$ cat src/hw/rtl/u8u16_pkg.sv
// Shared types and constants for the UTF-8 to UTF-16 stream converter.
package u8u16_pkg;

    typedef enum logic [3:0] {
        PH_FIRST   = 4'd0,
        PH_MARK1   = 4'd1,
        PH_MARK2   = 4'd2,
        PH_IDLE    = 4'd3,
        PH_TWO_1   = 4'd4,
        PH_THREE_1 = 4'd5,
        PH_THREE_2 = 4'd6,
        PH_FOUR_1  = 4'd7,
        PH_FOUR_2  = 4'd8,
        PH_FOUR_3  = 4'd9
    } t_phase;

    typedef enum logic [2:0] {
        ERR_NONE  = 3'd0,
        ERR_MARK  = 3'd1,
        ERR_CONT  = 3'd2,
        ERR_RANGE = 3'd3,
        ERR_SURR  = 3'd4
    } t_err;

    typedef struct packed {
        logic [15:0] unit;
        t_err        err;
    } t_res;

    // Up to three code units caused by one input byte, entry 0 goes out first.
    typedef struct packed {
        logic [1:0]      cnt;
        t_res [2:0]      res;
    } t_batch;

    localparam int CFG_IDX_W = 2;
    localparam logic [CFG_IDX_W-1:0] CFG_BIG_ENDIAN = 2'd0;
    localparam logic [CFG_IDX_W-1:0] CFG_CRLF       = 2'd1;

    localparam logic [15:0] UNIT_BOM = 16'hFEFF;
    localparam logic [15:0] UNIT_CR  = 16'h000D;
    localparam logic [15:0] UNIT_LF  = 16'h000A;
    localparam logic [7:0]  BYTE_LF  = 8'h0A;
    localparam logic [7:0]  MARK_B0  = 8'hEF;
    localparam logic [7:0]  MARK_B1  = 8'hBB;
    localparam logic [7:0]  MARK_B2  = 8'hBF;

    localparam int OUT_TDATA_W = 24;

endpackage

$ cat src/hw/rtl/u8u16_decode.sv
// Input register, decode state and per-byte code unit generation.
module u8u16_decode (
    input  logic                i_clk,
    input  logic                i_rst_n,
    input  logic                i_tvalid,
    output logic                o_tready,
    input  logic [7:0]          i_tdata,
    input  logic                i_crlf,
    output logic                o_bat_vld,
    output u8u16_pkg::t_batch   o_bat,
    input  logic                i_bat_rdy
);

    logic                r_vld;
    logic [7:0]          r_byte;
    u8u16_pkg::t_phase   r_phase;
    u8u16_pkg::t_phase   n_phase;
    logic [20:0]         r_accum;
    logic [20:0]         n_accum;
    u8u16_pkg::t_batch   n_bat;
    logic                take;
    logic                cont;
    logic [20:0]         acc;
    logic [20:0]         cp;

    assign take     = r_vld && i_bat_rdy;
    assign o_tready = !r_vld || i_bat_rdy;
    assign o_bat_vld = r_vld;
    assign o_bat    = n_bat;

    assign cont = (r_byte[7:6] == 2'b10);
    assign acc  = {r_accum[14:0], r_byte[5:0]};
    assign cp   = acc - 21'h010000;

    always_ff @(posedge i_clk) begin
        if (!i_rst_n) begin
            r_vld   <= 1'b0;
            r_phase <= u8u16_pkg::PH_FIRST;
            r_accum <= '0;
        end else begin
            if (i_tvalid && o_tready) begin
                r_vld <= 1'b1;
            end else if (take) begin
                r_vld <= 1'b0;
            end
            if (take) begin
                r_phase <= n_phase;
                r_accum <= n_accum;
            end
        end
    end

    always_ff @(posedge i_clk) begin
        if (i_tvalid && o_tready) begin
            r_byte <= i_tdata;
        end
    end

    always_comb begin
        logic [1:0] k;
        logic       plain;
        k       = 2'd0;
        plain   = 1'b0;
        n_bat   = '0;
        n_phase = r_phase;
        n_accum = r_accum;
        case (r_phase)
            u8u16_pkg::PH_FIRST: begin
                n_bat.res[k] = '{unit: u8u16_pkg::UNIT_BOM, err: u8u16_pkg::ERR_NONE};
                k = k + 2'd1;
                if (r_byte == u8u16_pkg::MARK_B0) begin
                    n_phase = u8u16_pkg::PH_MARK1;
                end else begin
                    n_phase = u8u16_pkg::PH_IDLE;
                    plain   = 1'b1;
                end
            end
            u8u16_pkg::PH_MARK1: begin
                if (r_byte == u8u16_pkg::MARK_B1) begin
                    n_phase = u8u16_pkg::PH_MARK2;
                end else begin
                    n_phase = u8u16_pkg::PH_IDLE;
                    n_bat.res[k] = '{unit: 16'h0000, err: u8u16_pkg::ERR_MARK};
                    k = k + 2'd1;
                end
            end
            u8u16_pkg::PH_MARK2: begin
                n_phase = u8u16_pkg::PH_IDLE;
                if (r_byte != u8u16_pkg::MARK_B2) begin
                    n_bat.res[k] = '{unit: 16'h0000, err: u8u16_pkg::ERR_MARK};
                    k = k + 2'd1;
                end
            end
            u8u16_pkg::PH_IDLE: begin
                plain = 1'b1;
            end
            u8u16_pkg::PH_TWO_1, u8u16_pkg::PH_THREE_1, u8u16_pkg::PH_THREE_2,
            u8u16_pkg::PH_FOUR_1, u8u16_pkg::PH_FOUR_2, u8u16_pkg::PH_FOUR_3: begin
                if (!cont) begin
                    n_phase = u8u16_pkg::PH_IDLE;
                    n_bat.res[k] = '{unit: 16'h0000, err: u8u16_pkg::ERR_CONT};
                    k = k + 2'd1;
                end else begin
                    n_accum = acc;
                    case (r_phase)
                        u8u16_pkg::PH_THREE_1: n_phase = u8u16_pkg::PH_THREE_2;
                        u8u16_pkg::PH_FOUR_1:  n_phase = u8u16_pkg::PH_FOUR_2;
                        u8u16_pkg::PH_FOUR_2:  n_phase = u8u16_pkg::PH_FOUR_3;
                        default:               n_phase = u8u16_pkg::PH_IDLE;
                    endcase
                    if (r_phase == u8u16_pkg::PH_TWO_1) begin
                        if (acc >= 21'h80 && acc <= 21'h7FF) begin
                            n_bat.res[k] = '{unit: acc[15:0], err: u8u16_pkg::ERR_NONE};
                        end else begin
                            n_bat.res[k] = '{unit: 16'h0000, err: u8u16_pkg::ERR_RANGE};
                        end
                        k = k + 2'd1;
                    end else if (r_phase == u8u16_pkg::PH_THREE_2) begin
                        if (acc < 21'h800 || acc > 21'hFFFF) begin
                            n_bat.res[k] = '{unit: 16'h0000, err: u8u16_pkg::ERR_RANGE};
                        end else if (acc[15:11] == 5'b11011) begin
                            n_bat.res[k] = '{unit: 16'h0000, err: u8u16_pkg::ERR_SURR};
                        end else begin
                            n_bat.res[k] = '{unit: acc[15:0], err: u8u16_pkg::ERR_NONE};
                        end
                        k = k + 2'd1;
                    end else if (r_phase == u8u16_pkg::PH_FOUR_3) begin
                        if (acc >= 21'h10000 && acc <= 21'h10FFFF) begin
                            // split into high and low surrogate
                            n_bat.res[k] = '{unit: {6'b110110, cp[19:10]},
                                             err: u8u16_pkg::ERR_NONE};
                            k = k + 2'd1;
                            n_bat.res[k] = '{unit: {6'b110111, cp[9:0]},
                                             err: u8u16_pkg::ERR_NONE};
                        end else begin
                            n_bat.res[k] = '{unit: 16'h0000, err: u8u16_pkg::ERR_RANGE};
                        end
                        k = k + 2'd1;
                    end
                end
            end
            default: begin
                n_phase = u8u16_pkg::PH_IDLE;
            end
        endcase

        // plain byte handling while between sequences
        if (plain) begin
            if (r_byte == u8u16_pkg::BYTE_LF && i_crlf) begin
                n_bat.res[k] = '{unit: u8u16_pkg::UNIT_CR, err: u8u16_pkg::ERR_NONE};
                k = k + 2'd1;
                n_bat.res[k] = '{unit: u8u16_pkg::UNIT_LF, err: u8u16_pkg::ERR_NONE};
                k = k + 2'd1;
            end else if (!r_byte[7]) begin
                n_bat.res[k] = '{unit: {8'h00, r_byte}, err: u8u16_pkg::ERR_NONE};
                k = k + 2'd1;
            end else if (r_byte[7:5] == 3'b110) begin
                n_accum = {16'h0000, r_byte[4:0]};
                n_phase = u8u16_pkg::PH_TWO_1;
            end else if (r_byte[7:4] == 4'b1110) begin
                n_accum = {17'h00000, r_byte[3:0]};
                n_phase = u8u16_pkg::PH_THREE_1;
            end else if (r_byte[7:3] == 5'b11110) begin
                n_accum = {18'h00000, r_byte[2:0]};
                n_phase = u8u16_pkg::PH_FOUR_1;
            end
        end
        n_bat.cnt = k;
    end

`ifndef ASSERT_OFF
    a_three_only_first: assert property (@(posedge i_clk) disable iff (!i_rst_n)
        (r_vld && n_bat.cnt == 2'd3) |-> (r_phase == u8u16_pkg::PH_FIRST))
        else $error("three results from a byte outside stream start");

    a_bad_cont_restarts: assert property (@(posedge i_clk) disable iff (!i_rst_n)
        (take && !cont && r_phase >= u8u16_pkg::PH_TWO_1 &&
         r_phase <= u8u16_pkg::PH_FOUR_3) |=> (r_phase == u8u16_pkg::PH_IDLE))
        else $error("bad continuation did not restart decoding");

    a_state_holds: assert property (@(posedge i_clk) disable iff (!i_rst_n)
        !take |=> ($stable(r_phase) && $stable(r_accum)))
        else $error("decode state moved without a consumed byte");
`endif

endmodule

$ cat src/hw/rtl/u8u16_emit.sv
// Result buffer draining a byte's code units, one transfer per cycle if i_tready.
module u8u16_emit (
    input  logic                i_clk,
    input  logic                i_rst_n,
    input  logic                i_big_endian,
    input  logic                i_bat_vld,
    input  u8u16_pkg::t_batch   i_bat,
    output logic                o_bat_rdy,
    output logic                o_tvalid,
    input  logic                i_tready,
    output logic [u8u16_pkg::OUT_TDATA_W-1:0] o_tdata,
    output logic                o_tlast
);

    u8u16_pkg::t_res [2:0] r_res;
    logic [1:0]            r_left;
    logic                  xfer;
    logic                  load;

    assign o_tvalid  = (r_left != 2'd0);
    assign xfer      = o_tvalid && i_tready;
    // refill once the last pending unit leaves
    assign o_bat_rdy = (r_left == 2'd0) || (r_left == 2'd1 && i_tready);
    assign load      = i_bat_vld && o_bat_rdy && (i_bat.cnt != 2'd0);

    always_ff @(posedge i_clk) begin
        if (!i_rst_n) begin
            r_left <= 2'd0;
        end else if (load) begin
            r_left <= i_bat.cnt;
        end else if (xfer) begin
            r_left <= r_left - 2'd1;
        end
    end

    always_ff @(posedge i_clk) begin
        if (load) begin
            r_res <= i_bat.res;
        end else if (xfer) begin
            r_res[0] <= r_res[1];
            r_res[1] <= r_res[2];
        end
    end

    assign o_tlast = (r_left == 2'd1);
    assign o_tdata = {5'b00000, r_res[0].err,
                      i_big_endian ? r_res[0].unit[7:0]  : r_res[0].unit[15:8],
                      i_big_endian ? r_res[0].unit[15:8] : r_res[0].unit[7:0]};

`ifndef ASSERT_OFF
    a_load_count: assert property (@(posedge i_clk) disable iff (!i_rst_n)
        load |=> (r_left == $past(i_bat.cnt)))
        else $error("pending count does not match loaded batch");

    a_error_closes: assert property (@(posedge i_clk) disable iff (!i_rst_n)
        (o_tvalid && r_res[0].err != u8u16_pkg::ERR_NONE) |->
        (o_tlast && r_res[0].unit == 16'h0000))
        else $error("error result not final or carries data");

    a_no_overrun: assert property (@(posedge i_clk) disable iff (!i_rst_n)
        (o_tvalid && !i_tready) |=> (r_left == $past(r_left)))
        else $error("pending units lost while stalled");
`endif

endmodule

$ cat src/hw/rtl/utf8_to_utf16_stream_converter_unit.sv
// Top level of the UTF-8 to UTF-16 stream converter with its config registers.
//
//  channel   dir  handshake                       payload
//  s_axis    in   i_s_axis_tvalid/o_s_axis_tready tdata[7:0] in_byte
//  m_axis    out  o_m_axis_tvalid/i_m_axis_tready tdata, tlast = last_of_run
//  cfg       in   i_cfg_valid/o_cfg_ready         i_cfg_index, i_cfg_data
//
// A byte is held in the input register, then its code units (zero to three)
// load the result buffer, which sends one unit per cycle while not stalled.
// Sustained rate is one byte per cycle for single-unit bytes; a byte with more
// units holds the next in the input register. Reset is synchronous, active low,
// and starts a new stream. Output stalls hold the buffer and the input register.
module utf8_to_utf16_stream_converter_unit (
    input  logic                                   i_clk,
    input  logic                                   i_rst_n,
    input  logic                                   i_s_axis_tvalid,
    output logic                                   o_s_axis_tready,
    input  logic [7:0]                             i_s_axis_tdata,  // [7:0] in_byte
    output logic                                   o_m_axis_tvalid,
    input  logic                                   i_m_axis_tready,
    // [7:0] first_byte, [15:8] second_byte, [18:16] error_code, [23:19] zero
    output logic [u8u16_pkg::OUT_TDATA_W-1:0]      o_m_axis_tdata,
    output logic                                   o_m_axis_tlast,
    input  logic                                   i_cfg_valid,
    output logic                                   o_cfg_ready,
    input  logic [u8u16_pkg::CFG_IDX_W-1:0]        i_cfg_index,
    input  logic                                   i_cfg_data
);

    logic              r_big_endian;
    logic              r_crlf;
    logic              bat_vld;
    logic              bat_rdy;
    u8u16_pkg::t_batch bat;

    assign o_cfg_ready = 1'b1;

    always_ff @(posedge i_clk) begin
        if (!i_rst_n) begin
            r_big_endian <= 1'b0;
            r_crlf       <= 1'b0;
        end else if (i_cfg_valid) begin
            // ignore indexes past the register list
            case (i_cfg_index)
                u8u16_pkg::CFG_BIG_ENDIAN: r_big_endian <= i_cfg_data;
                u8u16_pkg::CFG_CRLF:       r_crlf       <= i_cfg_data;
                default: ;
            endcase
        end
    end

    u8u16_decode u_decode (
        .i_clk     (i_clk),
        .i_rst_n   (i_rst_n),
        .i_tvalid  (i_s_axis_tvalid),
        .o_tready  (o_s_axis_tready),
        .i_tdata   (i_s_axis_tdata),
        .i_crlf    (r_crlf),
        .o_bat_vld (bat_vld),
        .o_bat     (bat),
        .i_bat_rdy (bat_rdy)
    );

    u8u16_emit u_emit (
        .i_clk        (i_clk),
        .i_rst_n      (i_rst_n),
        .i_big_endian (r_big_endian),
        .i_bat_vld    (bat_vld),
        .i_bat        (bat),
        .o_bat_rdy    (bat_rdy),
        .o_tvalid     (o_m_axis_tvalid),
        .i_tready     (i_m_axis_tready),
        .o_tdata      (o_m_axis_tdata),
        .o_tlast      (o_m_axis_tlast)
    );

endmodule
$ cat config.mk
export PLATFORM = sky130hd
export DESIGN_NAME = utf8_to_utf16_stream_converter_unit
export DESIGN_NICKNAME = d
export VERILOG_FILES = /design/src/hw/rtl/u8u16_pkg.sv /design/src/hw/rtl/u8u16_decode.sv /design/src/hw/rtl/u8u16_emit.sv /design/src/hw/rtl/utf8_to_utf16_stream_converter_unit.sv
export SDC_FILE = /design/constraint.sdc
export NUM_CORES = 1
export LEC_CHECK = 0
export ABC_AREA = 1
export BUFFER_PORTS_ARGS = -buffer_cell sky130_fd_sc_hd__buf_2
export CAP_MARGIN = 5
export CELL_PAD_IN_SITES_DETAIL_PLACEMENT = 1
export CELL_PAD_IN_SITES_GLOBAL_PLACEMENT = 2
export CORE_UTILIZATION = 37
export CTS_CLUSTER_DIAMETER = 150
export DETAILED_ROUTE_END_ITERATION = 7
export PLACE_DENSITY = 0.84
export SETUP_SLACK_MARGIN = 0.05
export SLEW_MARGIN = 0
export SYNTH_ARGS = -nofsm -noshare
export SYNTH_HDL_FRONTEND = slang
export SYNTH_SLANG_ARGS = --single-unit
$ cat constraint.sdc
create_clock -name i_clk -period 9.89 [get_ports i_clk]
set_input_delay 0.989 -clock i_clk [delete_from_list [all_inputs] [get_ports i_clk]]
set_output_delay 0.989 -clock i_clk [all_outputs]
set_load 0.02 [all_outputs]
## Word level (Yosys, flattened, before mapping)

Index checks and enable logic that the tools add are counted.

| word-level totals | value |
|---|---|
| input port bits | 16 |
| logic and storage cells | 147 |
| bits in registers | 95 |

| operators by class | value |
|---|---|
| bitwise operators | 6 |
| equality and inequality tests | 20 |
| multiplexer cells | 69 |
| order comparisons | 10 |
| add/sub/neg operators | 5 |
| reductions and logical operators | 24 |

Operator list:

| kind | count |
|---|---|
| 19-bit 2-to-1 mux | 14 |
| 21-bit 2-to-1 mux | 8 |
| 38-bit 2-to-1 mux | 4 |
| 57-bit 2-to-1 mux | 2 |
| 19-bit demux with 2-bit select | 2 |
| 19-bit case mux with 4 select lines | 1 |
| 57-bit bitwise mux | 1 |
| 51-bit AND | 1 |
| 51-bit NOT | 1 |
| 32-bit by 48-bit AND with 48-bit output | 1 |
| 48-bit NOT | 1 |
| 2-bit 2-to-1 mux | 15 |
| 4-bit 2-to-1 mux | 7 |
| 21-bit by 17-bit greater-or-equal comparator with 1-bit output (second input constant) | 1 |
| 21-bit by 8-bit greater-or-equal comparator with 1-bit output (second input constant) | 1 |
| 21-bit by 16-bit > comparator with 1-bit output (second input constant) | 1 |
| 21-bit by 11-bit less-or-equal comparator with 1-bit output (second input constant) | 1 |
| 21-bit less-or-equal comparator (second input constant) | 1 |
| 21-bit by 12-bit < comparator with 1-bit output (second input constant) | 1 |
| 20-bit by 17-bit subtractor with 20-bit output (second input constant) | 1 |
| 4-bit by 3-bit equality test with 1-bit output (second input constant) | 4 |
| 8-bit equality test (second input constant) | 2 |
| 8-bit 2-to-1 mux | 2 |
| 4-bit case mux with 4 select lines | 1 |
| other kinds (27) | 60 |

## Logic depth before layout (Yosys ltp)

Gate-level depths: netlist of run 1.

| depth | value |
|---|---|
| depth in word-level cells | 24 |
| mapped depth | 24 |
| mapped depth without buffers | 23 |

## Modules after synthesis

Synthesis of run 1 repeated with hierarchy kept, for this count alone.

| second synthesis, totals | value |
|---|---|
| cells, all modules | 775 |
| area total of the unflattened synthesis | 5,754.3 um^2 |

Modules (own cells, without submodules):

| module | area an instance (um^2) | cells each | times used | sequential area each (um^2) |
|---|---|---|---|---|
| u8u16_decode | 3,025.4 | 498 | 1 | 640.6 |
| u8u16_emit | 2,620.0 | 260 | 1 | 1,751.7 |
| utf8_to_utf16_stream_converter_unit | 108.9 | 17 | 1 | 40.0 |

## Worst setup path after synthesis of run 1

No wires, ideal clock.

| path | value |
|---|---|
| path kind | reg2reg |
| start | register u_decode.r_byte[1] |
| end | register u_emit.r_res, in the netlist u_emit.o_tdata[16], enable pin |
| library setup time | 0.549 ns |
| setup slack | 6.472 ns |
| arrival time | 2.868 ns |
| cell stages (with the launch flop) | 20 |
| required time | 9.341 ns |
| path through | edfxtp_1 -> buf_2 -> nand2_2 -> nor2_4 -> nand2_1 -> nor2_2 -> nand2_1 -> nand2_1 -> nand2_1 -> nand2_1 -> nand2_1 -> nand2_1 -> nand2_1 -> nand2_2 -> inv_1 -> ha_1 -> o211ai_1 -> nand3_1 -> nand2_2 -> nand3_1 |

| between the ends | value |
|---|---|
| word-level cells in the longest chain between the ends | 21 |
| elaborated cells between the ends (all ways) | 32 |
| those cells by class | add/sub: 3; order compare: 2; eq/ne: 4; mux: 18; reduce/logical: 5 |

RTL lines:

| what | RTL line | source |
|---|---|---|
| start, declared | u8u16_decode.sv:15 | `logic [7:0] r_byte;` |
| start signal, assigned | u8u16_decode.sv:55 | `r_byte <= i_tdata;` |
| 21-bit by 17-bit greater-or-equal comparator with 1-bit output / 21-bit less-or-equal comparator (equally long branches) | u8u16_decode.sv:128 | `if (acc >= 21'h10000 && acc <= 21'h10FFFF) begin` |
| 1-bit logical AND | u8u16_decode.sv:128 |  |
| 1-bit 2-to-1 mux | u8u16_decode.sv:128 |  |
| 2-bit 2-to-1 mux | u8u16_decode.sv:127 | `end else if (r_phase == u8u16_pkg::PH_FOUR_3) begin` |
| 2-bit 2-to-1 mux | u8u16_decode.sv:118 | `end else if (r_phase == u8u16_pkg::PH_THREE_2) begin` |
| 2-bit 2-to-1 mux | u8u16_decode.sv:111 | `if (r_phase == u8u16_pkg::PH_TWO_1) begin` |
| 2-bit 2-to-1 mux | u8u16_decode.sv:99 | `if (!cont) begin` |
| 2-bit 2-to-1 mux | u8u16_decode.sv:67 | `case (r_phase)` |
| [5 not listed] | n/a |  |
| 2-bit case mux with 4 select lines | u8u16_decode.sv:67 |  |
| 2-bit by 1-bit adder with 2-bit output | u8u16_decode.sv:151, u8u16_decode.sv:156 |  |
| 2-bit by 1-bit adder with 2-bit output / 2-bit 2-to-1 mux (equally long branches) | u8u16_decode.sv:153, u8u16_decode.sv:154 |  |
| 2-bit 2-to-1 mux | u8u16_decode.sv:149 | `if (r_byte == u8u16_pkg::BYTE_LF && i_crlf) begin` |
| 2-bit 2-to-1 mux * | u8u16_decode.sv:148 | `if (plain) begin` |
| 2-bit nonzero test * | u8u16_emit.sv:24 | `assign load = i_bat_vld && o_bat_rdy && (i_bat.cnt != 2'd0);` |
| 1-bit logical AND * | u8u16_emit.sv:24 |  |
| 2-bit nonzero test (no line) * | n/a |  |
| end signal, assigned | u8u16_emit.sv:38 | `r_res <= i_bat.res;` |
| end, declared | u8u16_emit.sv:15 | `u8u16_pkg::t_res [2:0] r_res;` |

Every way passes the cells marked *; elsewhere a longest branch is shown, timed or not. The select of a mux whose other input is x is not followed.
A chain may end at the register's enable or synchronous reset.

## Final worst setup path of run 1

| path | value |
|---|---|
| start | register u_decode.r_byte[1] |
| end | register u_emit.r_res[4] in the netlist's numbering, data pin |

| between the ends | value |
|---|---|
| word-level cells in the longest chain between the ends | 24 |
| elaborated cells between the ends (all ways) | 65 |
| those cells by class | add/sub: 4; order compare: 10; eq/ne: 4; mux: 36; bitwise: 3; reduce/logical: 8 |

RTL lines:

| what | RTL line | source |
|---|---|---|
| branches (longest 23 deep; another with 21-bit by 17-bit greater-or-equal comparator with 1-bit output) | n/a |  |
| 38-bit 2-to-1 mux * | u8u16_emit.sv:37 | `if (load) begin` |

Mark *: on every way between the ends. The select of a mux whose other input is x is not followed.

==> results.cfg, run 1 <==
[outcome]
status = finished, final reports clean

[timing]
setup_ws_ps = 6115
tns_ps = 0
setup_viol = 0
relSlewSlack_pct = 38.79
max_freq_mhz = 264.9
rsz0062_at_grt = no
slew_viol_final = 0
hold_viol_final = 0
period_minus_slack_ps = 3775
worst_clock_skew_ps = 6.788
tightest_slew_ps = 916.8
period_share_pct = 38.17

[placed_design]
place_congestion = 0.9064
post_dp_cell_area_mm2 = 0.005025
port_buffers = 37
place_hpwl_um = 12050
dp_cells = 845
post-place-ws_ps = 6124

[pwr]
p_per_area_mw_per_mm2 = 256.2
combPwrFrac_pct = 40.0
swShare_pct = 42.09
ir_drop_mv = 0.1448
p_sw_mw = 0.5740
leakage_nw = 2.256
clkPwrFrac_pct = 24.8
p_int_mw = 0.7898
seqPwrFrac_pct = 35.3
p_total_mw = 1.364

[cts]
clk_latency_ps = 350
cts_setup_buffers = 0
cts_num_sinks = 70
cts_hold_buf = 0
htree_levels = 3
ctsResizeCount = 0
cts_tree = built
root_buffer = clkbuf_16
numCtsBuffers = 9
clkSlewWorstSetupHoldPaths_ps = 60
clock_path_buffers = 2

[drt]
remaining_drc_errors = 0
vias_per_cell = 5.275
vias = 4542
ant_nets = 0
drt-initial-drc-count = 245
firstDrtPassIters = 5
wl_um = 15720
wl_per_cell_um = 18.26

[grt]
grt_pass1_vias = 4525
grt_start_max_net_pins = 41
grt_first_pass_wirelength_um = 24570
antenna_found_initial = 0
overflow = 0
gr-usage-all-layers_pct = 25.04

[logic_synthesis]
synth_area_leaders = edfxtp_1 29%, nand2_1 13%, dfxtp_1 10%
synth.avg_cell_area_um2 = 7.270
yosys_register_bits = 70
post-synth-top-area-fraction_pct = 28.79
synth_top_cell_by_area = edfxtp_1
yosysSeqAreaShare_pct = 38.80
yosys_warnings = 0
synthFlopType = edfxtp_1
yosysUniqueCellTypes = 46
synth_edf_count = 46
synthArstFlopShare_pct = 0
syn_area_mm2 = 0.004798
syn_inst = 660

[setup_path]
crit_required_ps = 10000
crit_type = reg2reg
cp_top_family = simple AND/OR/NAND/NOR gates
startpoint_type = flip-flop
cp_max_fo = 40
cp_slowest_cell = edfxtp_1
worst-path-buf-inv = 2
cp_cell_sequence = nand2_2, nor2_4, nand2_1, nor2_2, nand2_1, nand2_1, nand2_1, nand2_1, nand2_1, nand2_1, nand2_1, nand2_2, inv_1, ha_1, o211ai_1, nand3_1, nand2_2, nand2_4, or2_1, nand2_1, inv_1
cp-end-kind = flip-flop
cpMostUsedCell = nand2_1
r2r-start = u_decode.r_byte[1]
startpoint = u_decode.r_byte[1]
slowest_delay_ps = 560
cp.arrival_ps = 3890

[layout]
n_antenna_cell = 0
nets = 710
drive_gt1_share_pct = 14.37
areaGrowthSynthToFinish_pct = 10.95
design_area_mm2 = 0.005324
layout.cells.non_filler = 861

[floorplanning]
die_x_um = 115.9
pin_count = 44
die-area_mm2 = 0.01343
coreArea_mm2 = 0.01262
start_util_pct = 38.02
die_y_um = 115.9
rows = 41

[min_path]
hp-class = reg2reg
hp-start = u_decode.r_accum[10]

[job]
maxCapViolCount = 0
==> final timing paths <==
kind	slack, ps	end	depth (start not counted)
hold / removal	470	u_decode.r_accum[10]	2
hold reg to reg	470	u_decode.r_accum[10]	2
setup / recovery	6110	u_emit.r_res[4]	21
setup reg to reg	6110	u_emit.r_res[4]	21
==> metrics by stage <==
| step | hold WS [ps] | util (%) |
|---|---|---|
| after floorplan | 439.2 | - |
| after global placement | 451.8 | 39.82 |
| after detailed placement | 458.7 | 39.82 |
| after CTS | 466.7 | 42.19 |
| after global routing | 496.4 | 42.19 |
| final | 465.6 | 42.19 |
==> cell families after synthesis <==
logic type / synth area share, %
AO/OA/AOI/OAI: 15.72
XOR/XNOR: 0.1826
adder cells (fa/ha/maj): 2.608
buffers and inverters: 11.66
flip-flops: 38.80
other: 0.1565
AND/OR/NAND/NOR: 30.87
==> worst reg2reg max path, stage by stage (launching register included) <==
cell and delay, ps:
edfxtp_1 560, nand2_2 150, nor2_4 190, nand2_1 80
nor2_2 120, nand2_1 60, nand2_1 50, nand2_1 80
nand2_1 80, nand2_1 90, nand2_1 90, nand2_1 80
nand2_2 150, inv_1 120, ha_1 210, o211ai_1 380
nand3_1 150, nand2_2 140, nand2_4 300, or2_1 360
nand2_1 70, inv_1 40
==> cells in the final DEF (no fill, tap or decap), types with 7 or more instances in the layout <==
cell	n
dfxtp_1	24
edfxtp_1	46
a21oi_1	45
nand3_1	64
o21ai_0	37
nand2_1	160
o21ai_1	8
nand2_2	7
inv_1	82
nand4_1	7
ha_1	10
inv_2	7
buf_2	37
conb_1	7
clkbuf_16	9
nor2_1	55
nor3_1	13
==> synthesized netlist by cell type, types with 2 or more instances <==
cell type / number
a21oi_1: 45
a31oi_1: 5
a31oi_2: 3
buf_2: 4
buf_4: 12
buf_6: 4
clkbuf_1: 10
clkinv_1: 3
conb_1: 2
dfxtp_1: 24
edfxtp_1: 46
ha_1: 10
inv_1: 82
inv_2: 7
nand2_1: 160
nand2_2: 7
nand2_4: 3
nand3_1: 64
nand3_2: 5
nand4_1: 7
nor2_1: 55
nor2_2: 6
nor3_1: 13
nor4_1: 3
o211ai_1: 6
o21ai_0: 37
o21ai_1: 8
o21ai_2: 5
o22ai_1: 4
o31ai_1: 3
o41ai_1: 2
==> state kept, by name, summed over array words and instances (netlist names) <==
name	flops
u_emit.o_tdata	3
r_big_endian	1
u_decode.r_byte	8
u_decode.r_accum	15
u_decode.r_phase	4
u_emit.r_left	2
u_decode.o_bat_vld	1
u_emit.r_res	35
r_crlf	1
==> power groups by stage <==
stage / Combinational [mW] / Sequential (mW) / Clock (mW)
after floorplan: 0.429 / 0.468 / 0
after global placement: 0.538 / 0.484 / 0
after detailed placement: 0.550 / 0.487 / 0
after CTS: 0.553 / 0.481 / 0.345
after global routing: 0.609 / 0.491 / 0.354
final: 0.545 / 0.481 / 0.338
==> final cells by class <==
| class | instances | area [um^2] |
|---|---|---|
| clock buffers | 10 | 229.0 |
| clock inverters | 6 | 70.07 |
| fillers | 1644 | 7296 |
| inverters | 93 | 351.6 |
| multi-input cells | 471 | 2396 |
| flip-flops and latches | 70 | 1862 |
| well taps | 172 | 215.2 |
| repair buffers | 39 | 200.2 |
==> routing by layer <==
layer	wire (um)	global-route usage (%)	up-vias
met2	7573	42.34	108
met5	0	0	-
met3	713	4.393	23
met4	352	9.658	0
li1	-	-	2223
met1	7082	31.77	2188
Power figures use the tool's default switching activity.
==> run 2, diff against run 1 <==
CORE_UTILIZATION = 35   (was 37)
PLACE_DENSITY = 0.8   (was 0.84)
clock period = 3.9 ns   (was 9.89 ns; I/O delays follow)
==> run 2 against run 1 <==
  * Clock skew grew 1.5 ps
  * Combinational power grew to 2.6 times the previous value
  * Setup slack lost 5600 ps
  * Sequential share of layout area shrank 0.97 points
  * Via count grew 0.51%
  * Routed wire length shrank 1.8%
  * Global-route usage shrank 1.8 points
  * Sequential power grew to 2.5 times the previous value
  * Register-to-register slack lost 5600 ps
  * Fmax grew 11%
  * Sequential cell count is the same
  * Clock power grew to 2.5 times the previous value
  * Highest routed layer unchanged
==> results.cfg, run 2 (synthesis results as in run 1) <==
[placed_design]
place_hpwl_um = 12160
port_buffers = 37
dp_cells = 864
post-place-ws_ps = 318.8
place_congestion = 0.9240
post_dp_cell_area_mm2 = 0.005155

[setup_path]
cp_slowest_cell = edfxtp_1
cp_top_family = simple AND/OR/NAND/NOR gates
crit_required_ps = 4010
cp_cell_sequence = nand2_1, nor2_4, nand2_1, nor2_2, nand2_1, nand2_1, nand2_1, nand2_1, nand2_1, nand2_1, nand2_1, nand2_2, inv_1, ha_1, o211ai_1, nand3_1, nand2_2, nand2_8, or2_1, nand2_1, inv_1
cp_max_fo = 40
cpMostUsedCell = nand2_1
slowest_delay_ps = 540
cp.arrival_ps = 3500
startpoint = u_decode.r_byte[2]
crit_cells = 21
crit_type = reg2reg
r2r_cells = 21
r2r-start = u_decode.r_byte[2]
cp-end-kind = flip-flop
worst-path-buf-inv = 2
startpoint_type = flip-flop

[cts]
clk_latency_ps = 350
cts_hold_buf = 0
root_buffer = clkbuf_16
htree_levels = 3
clock_path_buffers = 2
clkSlewWorstSetupHoldPaths_ps = 60
numCtsBuffers = 9
cts_num_sinks = 70
cts_tree = built

[timing]
tns_ps = 0
worst_clock_skew_ps = 8.278
rsz0062_at_grt = no
tightest_slew_ps = 880.3
slew_viol_final = 0
setup_viol = 0
period_share_pct = 86.97
setup_ws_ps = 508.0
holdWs_ps = 214.5
period_minus_slack_ps = 3392
hold_viol_final = 0
max_freq_mhz = 294.8
relSlewSlack_pct = 41.23

[floorplanning]
coreArea_mm2 = 0.01330
rows = 42
pin_count = 44
die-area_mm2 = 0.01418
start_util_pct = 36.09
die_y_um = 119.1
die_x_um = 119.1

[layout]
drive_gt1_share_pct = 16.45
n_antenna_cell = 0
areaGrowthSynthToFinish_pct = 14.13
fin_util_pct = 41.19
nets = 726
final_common_cell = nand2_1
largest_register = u_emit.r_res
largest_register_ffs = 35
design_area_mm2 = 0.005477
layout.cells.non_filler = 881
reg_top3 = u_emit.r_res: 35 flops, u_decode.r_accum: 15 flops, u_decode.r_byte: 8 flops
mostFrequentLayoutCells = 160 x nand2_1, 82 x inv_1, 64 x nand3_1, 55 x nor2_1, 46 x edfxtp_1

[drt]
wl_per_cell_um = 17.52
remaining_drc_errors = 0
firstDrtPassIters = 4
wl_um = 15430
ant_nets = 0
vias = 4565
vias_per_cell = 5.182
drt-initial-drc-count = 177

[outcome]
status = finished, final reports clean

[pwr]
ir_drop_mv = 0.3874
p_per_area_mw_per_mm2 = 639.5
leakage_nw = 2.344
p_total_mw = 3.502

[grt]
grt_start_max_net_pins = 41
grt_first_pass_wirelength_um = 25120
antenna_found_initial = 0
grt_pass1_vias = 4656
gr-usage-all-layers_pct = 23.23
overflow = 0

[min_path]
hp-start = i_s_axis_tdata[4]
hp-class = in2reg
holdPathStages = 1

[job]
maxCapViolCount = 0
-- run 2: cell types whose count changed in the layout (fill, tap and decap cells not counted) --
cell	before	now
nand2_4	3	2
buf_12	0	1
inv_6	2	3
clkinv_4	2	0
clkbuf_1	1	0
clkinvlp_4	0	1
buf_4	2	17
inv_8	0	1
nand2_8	0	1
-- run 2: what timing repair did --
action	in CTS	in global routing
setup endpoints to repair	0	28
buffers inserted	0	1
gates resized for setup	0	1
-- run 2: path summary, 6_finish.rpt --
check	to	slack, ps
setup / recovery	u_emit.r_res[4]	510
hold / removal	u_decode.r_byte[4]	210
setup reg to reg	u_emit.r_res[4]	510
hold reg to reg	u_decode.r_accum[10]	470
-- run 2: final cells by class --
| type | instances | area (um^2) |
|---|---|---|
| Fill cell | 1702 | 7819 |
| Multi-Input combinational cell | 471 | 2405 |
| Sequential cell | 70 | 1862 |
| Inverter | 93 | 351.6 |
| Timing Repair Buffer | 55 | 332.8 |
| Clock buffer | 9 | 225.2 |
| Tap cell | 176 | 220.2 |
| Clock inverter | 7 | 80.08 |
-- run 2: routing by layer --
metal	part of all wire, %	routed length, um	GRT usage (%)	vias to the layer above
met4	1.6	242	7.278	0
met3	4.6	713	4.550	19
met1	46	7033	29.70	2184
met2	48	7444	39.21	93
li1	-	-	-	2269
met5	0	0	0	-
-- run 2: report_power, final --
| group | total (mW) | leakage [nW] | switching [mW] | internal, mW |
|---|---|---|---|---|
| Combinational | 1.44 | 1.56 | 1.00 | 0.437 |
| Clock | 0.853 | 0.149 | 0.348 | 0.505 |
| Sequential | 1.21 | 0.636 | 0.107 | 1.10 |
| Total | 3.50 | 2.34 | 1.46 | 2.05 |
==> run 3, diff against run 2 <==
CTS_CLUSTER_DIAMETER = unset   (was 150)
PLACE_DENSITY = unset   (was 0.8)
PLACE_DENSITY_LB_ADDON = 0.1   (was unset)
==> run 3 against run 2 <==
  * Global-route usage increased by 0.39 points
  * Critical path depth unchanged
  * Final area decreased by 1.0%
  * Sequential power about the same
  * Die area unchanged
  * Clock skew decreased by 0.58 ps
  * Highest routed layer unchanged
==> results.cfg, run 3 (synthesis results as in run 1) <==
[layout]
fill_cells = 1693
layout.cells.non_filler = 881
fin_util_pct = 40.78
reg_top3 = u_emit.r_res: 35 flops, u_decode.r_accum: 15 flops, u_decode.r_byte: 8 flops
drive_gt1_share_pct = 16.45
mostFrequentLayoutCells = 160 x nand2_1, 82 x inv_1, 64 x nand3_1, 55 x nor2_1, 46 x edfxtp_1
n_antenna_cell = 0
areaGrowthSynthToFinish_pct = 12.99
final_common_cell = nand2_1
largest_register = u_emit.r_res
nets = 727
largest_register_ffs = 35

[floorplanning]
start_util_pct = 36.09
rows = 42
die-area_mm2 = 0.01418
die_x_um = 119.1
pin_count = 44
coreArea_mm2 = 0.01330
die_y_um = 119.1

[setup_path]
cp-end-kind = flip-flop
cp.arrival_ps = 3630
slowest_delay_ps = 520
crit_required_ps = 3980
worst-path-buf-inv = 2
crit_cells = 21
startpoint_type = flip-flop
crit_type = reg2reg
cp_slowest_cell = edfxtp_1
cpMostUsedCell = nand2_1
cp_max_fo = 29
cp_cell_sequence = nand2_1, nor2_1, nand2_1, nor2_1, nand2_1, nand2_1, nand2_1, nand2_1, nand2_1, nand2_1, nand2_1, nand2_2, inv_1, ha_1, o211ai_1, nand3_1, nand2_2, nand2_4, buf_4, nand3_1, o21ai_0
reg2reg_slack_ps = 350
cp_top_family = simple AND/OR/NAND/NOR gates
r2r_cells = 21

[timing]
period_minus_slack_ps = 3547
slew_viol_final = 0
tns_ps = 0
hold_viol_final = 0
relSlewSlack_pct = 41.19
max_freq_mhz = 281.9
period_share_pct = 90.95
tightest_slew_ps = 880.9
worst_clock_skew_ps = 7.694
rsz0062_at_grt = no
setup_viol = 0

[drt]
drt-initial-drc-count = 262
wl_um = 15960
vias = 4592
firstDrtPassIters = 5
remaining_drc_errors = 0
vias_per_cell = 5.212
ant_nets = 0
wl_per_cell_um = 18.11

[placed_design]
place_congestion = 0.9524
dp_cells = 862
port_buffers = 37
place_hpwl_um = 12820

[pwr]
clkPwrFrac_pct = 22.2
seqPwrFrac_pct = 35.5
combPwrFrac_pct = 42.3
ir_drop_mv = 0.2583
p_int_mw = 1.962
swShare_pct = 42.53
p_sw_mw = 1.452
leakage_nw = 2.320
p_total_mw = 3.414
p_per_area_mw_per_mm2 = 629.8

[grt]
overflow = 0
grt_first_pass_wirelength_um = 25290
grt_start_max_net_pins = 34
antenna_found_initial = 0
grt_pass1_vias = 4731
gr-usage-all-layers_pct = 23.61

[cts]
numCtsBuffers = 9
cts_tree = built
root_buffer = clkbuf_16
clk_latency_ps = 350
cts_hold_buf = 0
clock_path_buffers = 2
cts_num_sinks = 70
clkSlewWorstSetupHoldPaths_ps = 60
htree_levels = 3

[min_path]
holdPathStages = 1
hp-class = in2reg

[outcome]
status = finished, final reports clean

[job]
maxCapViolCount = 0
## run 3: stage by stage
stage	area [um^2]	hold WS (ps)	worst slack [ps]
after floorplan	4817	439.2	482.4
after global placement	5127	453.2	406.4
after detailed placement	5127	463.5	238.2
after CTS	5391	209.9	229.9
after global routing	5421	214.7	64.36
final	5421	216.3	353.1
## run 3: final timing paths
kind | start | end
hold reg to reg | u_decode.r_accum[10] | u_decode.r_accum[10]
setup / recovery | u_decode.r_byte[5] | u_emit.r_res[18]
setup reg to reg | u_decode.r_byte[5] | u_emit.r_res[18]
hold / removal | i_s_axis_tdata[6] | u_decode.r_byte[6]
## run 3: final cells by class
type / count / area, um^2 / share of cell area [%]
Multi-Input combinational cell: 471 / 2396 / 44.20
Sequential cell: 70 / 1862 / 34.34
Inverter: 93 / 351.6 / 6.485
Timing Repair Buffer: 56 / 327.8 / 6.047
Clock buffer: 9 / 225.2 / 4.154
Tap cell: 176 / 220.2 / 4.062
Clock inverter: 6 / 38.79 / 0.7154
## run 3: worst register-to-register path: stages, from the launching register on
cell and delay [ps]:
edfxtp_1 520, nand2_1 100, nor2_1 170, nand2_1 100
nor2_1 100, nand2_1 60, nand2_1 50, nand2_1 70
nand2_1 90, nand2_1 90, nand2_1 90, nand2_1 90
nand2_2 150, inv_1 120, ha_1 210, o211ai_1 280
nand3_1 130, nand2_2 140, nand2_4 260, buf_4 310
nand3_1 70, o21ai_0 80
## run 3: what timing repair did
action,CTS,global route
hold endpoints to repair,0,0
setup endpoints to repair,0,46
setup buffers,0,4
resized for setup,0,0
## run 3: routing by layer
layer | vias to the layer above | global-route usage (%) | part of all wire (%)
li1 | 2264 | - | -
met1 | 2169 | 29.48 | 45
met2 | 127 | 39.32 | 47
met3 | 32 | 4.933 | 5.0
met4 | 0 | 9.968 | 2.9
met5 | - | 0 | 0
## run 3: power by group through the flow
stage	clock [mW]	combinational [mW]	sequential, mW
2_1_floorplan	0	1.09	1.19
3_3_place_gp	0	1.41	1.22
3_5_place_dp	0	1.46	1.23
4_1_cts	0.775	1.46	1.22
5_1_grt	0.793	1.61	1.23
6_report	0.758	1.44	1.21
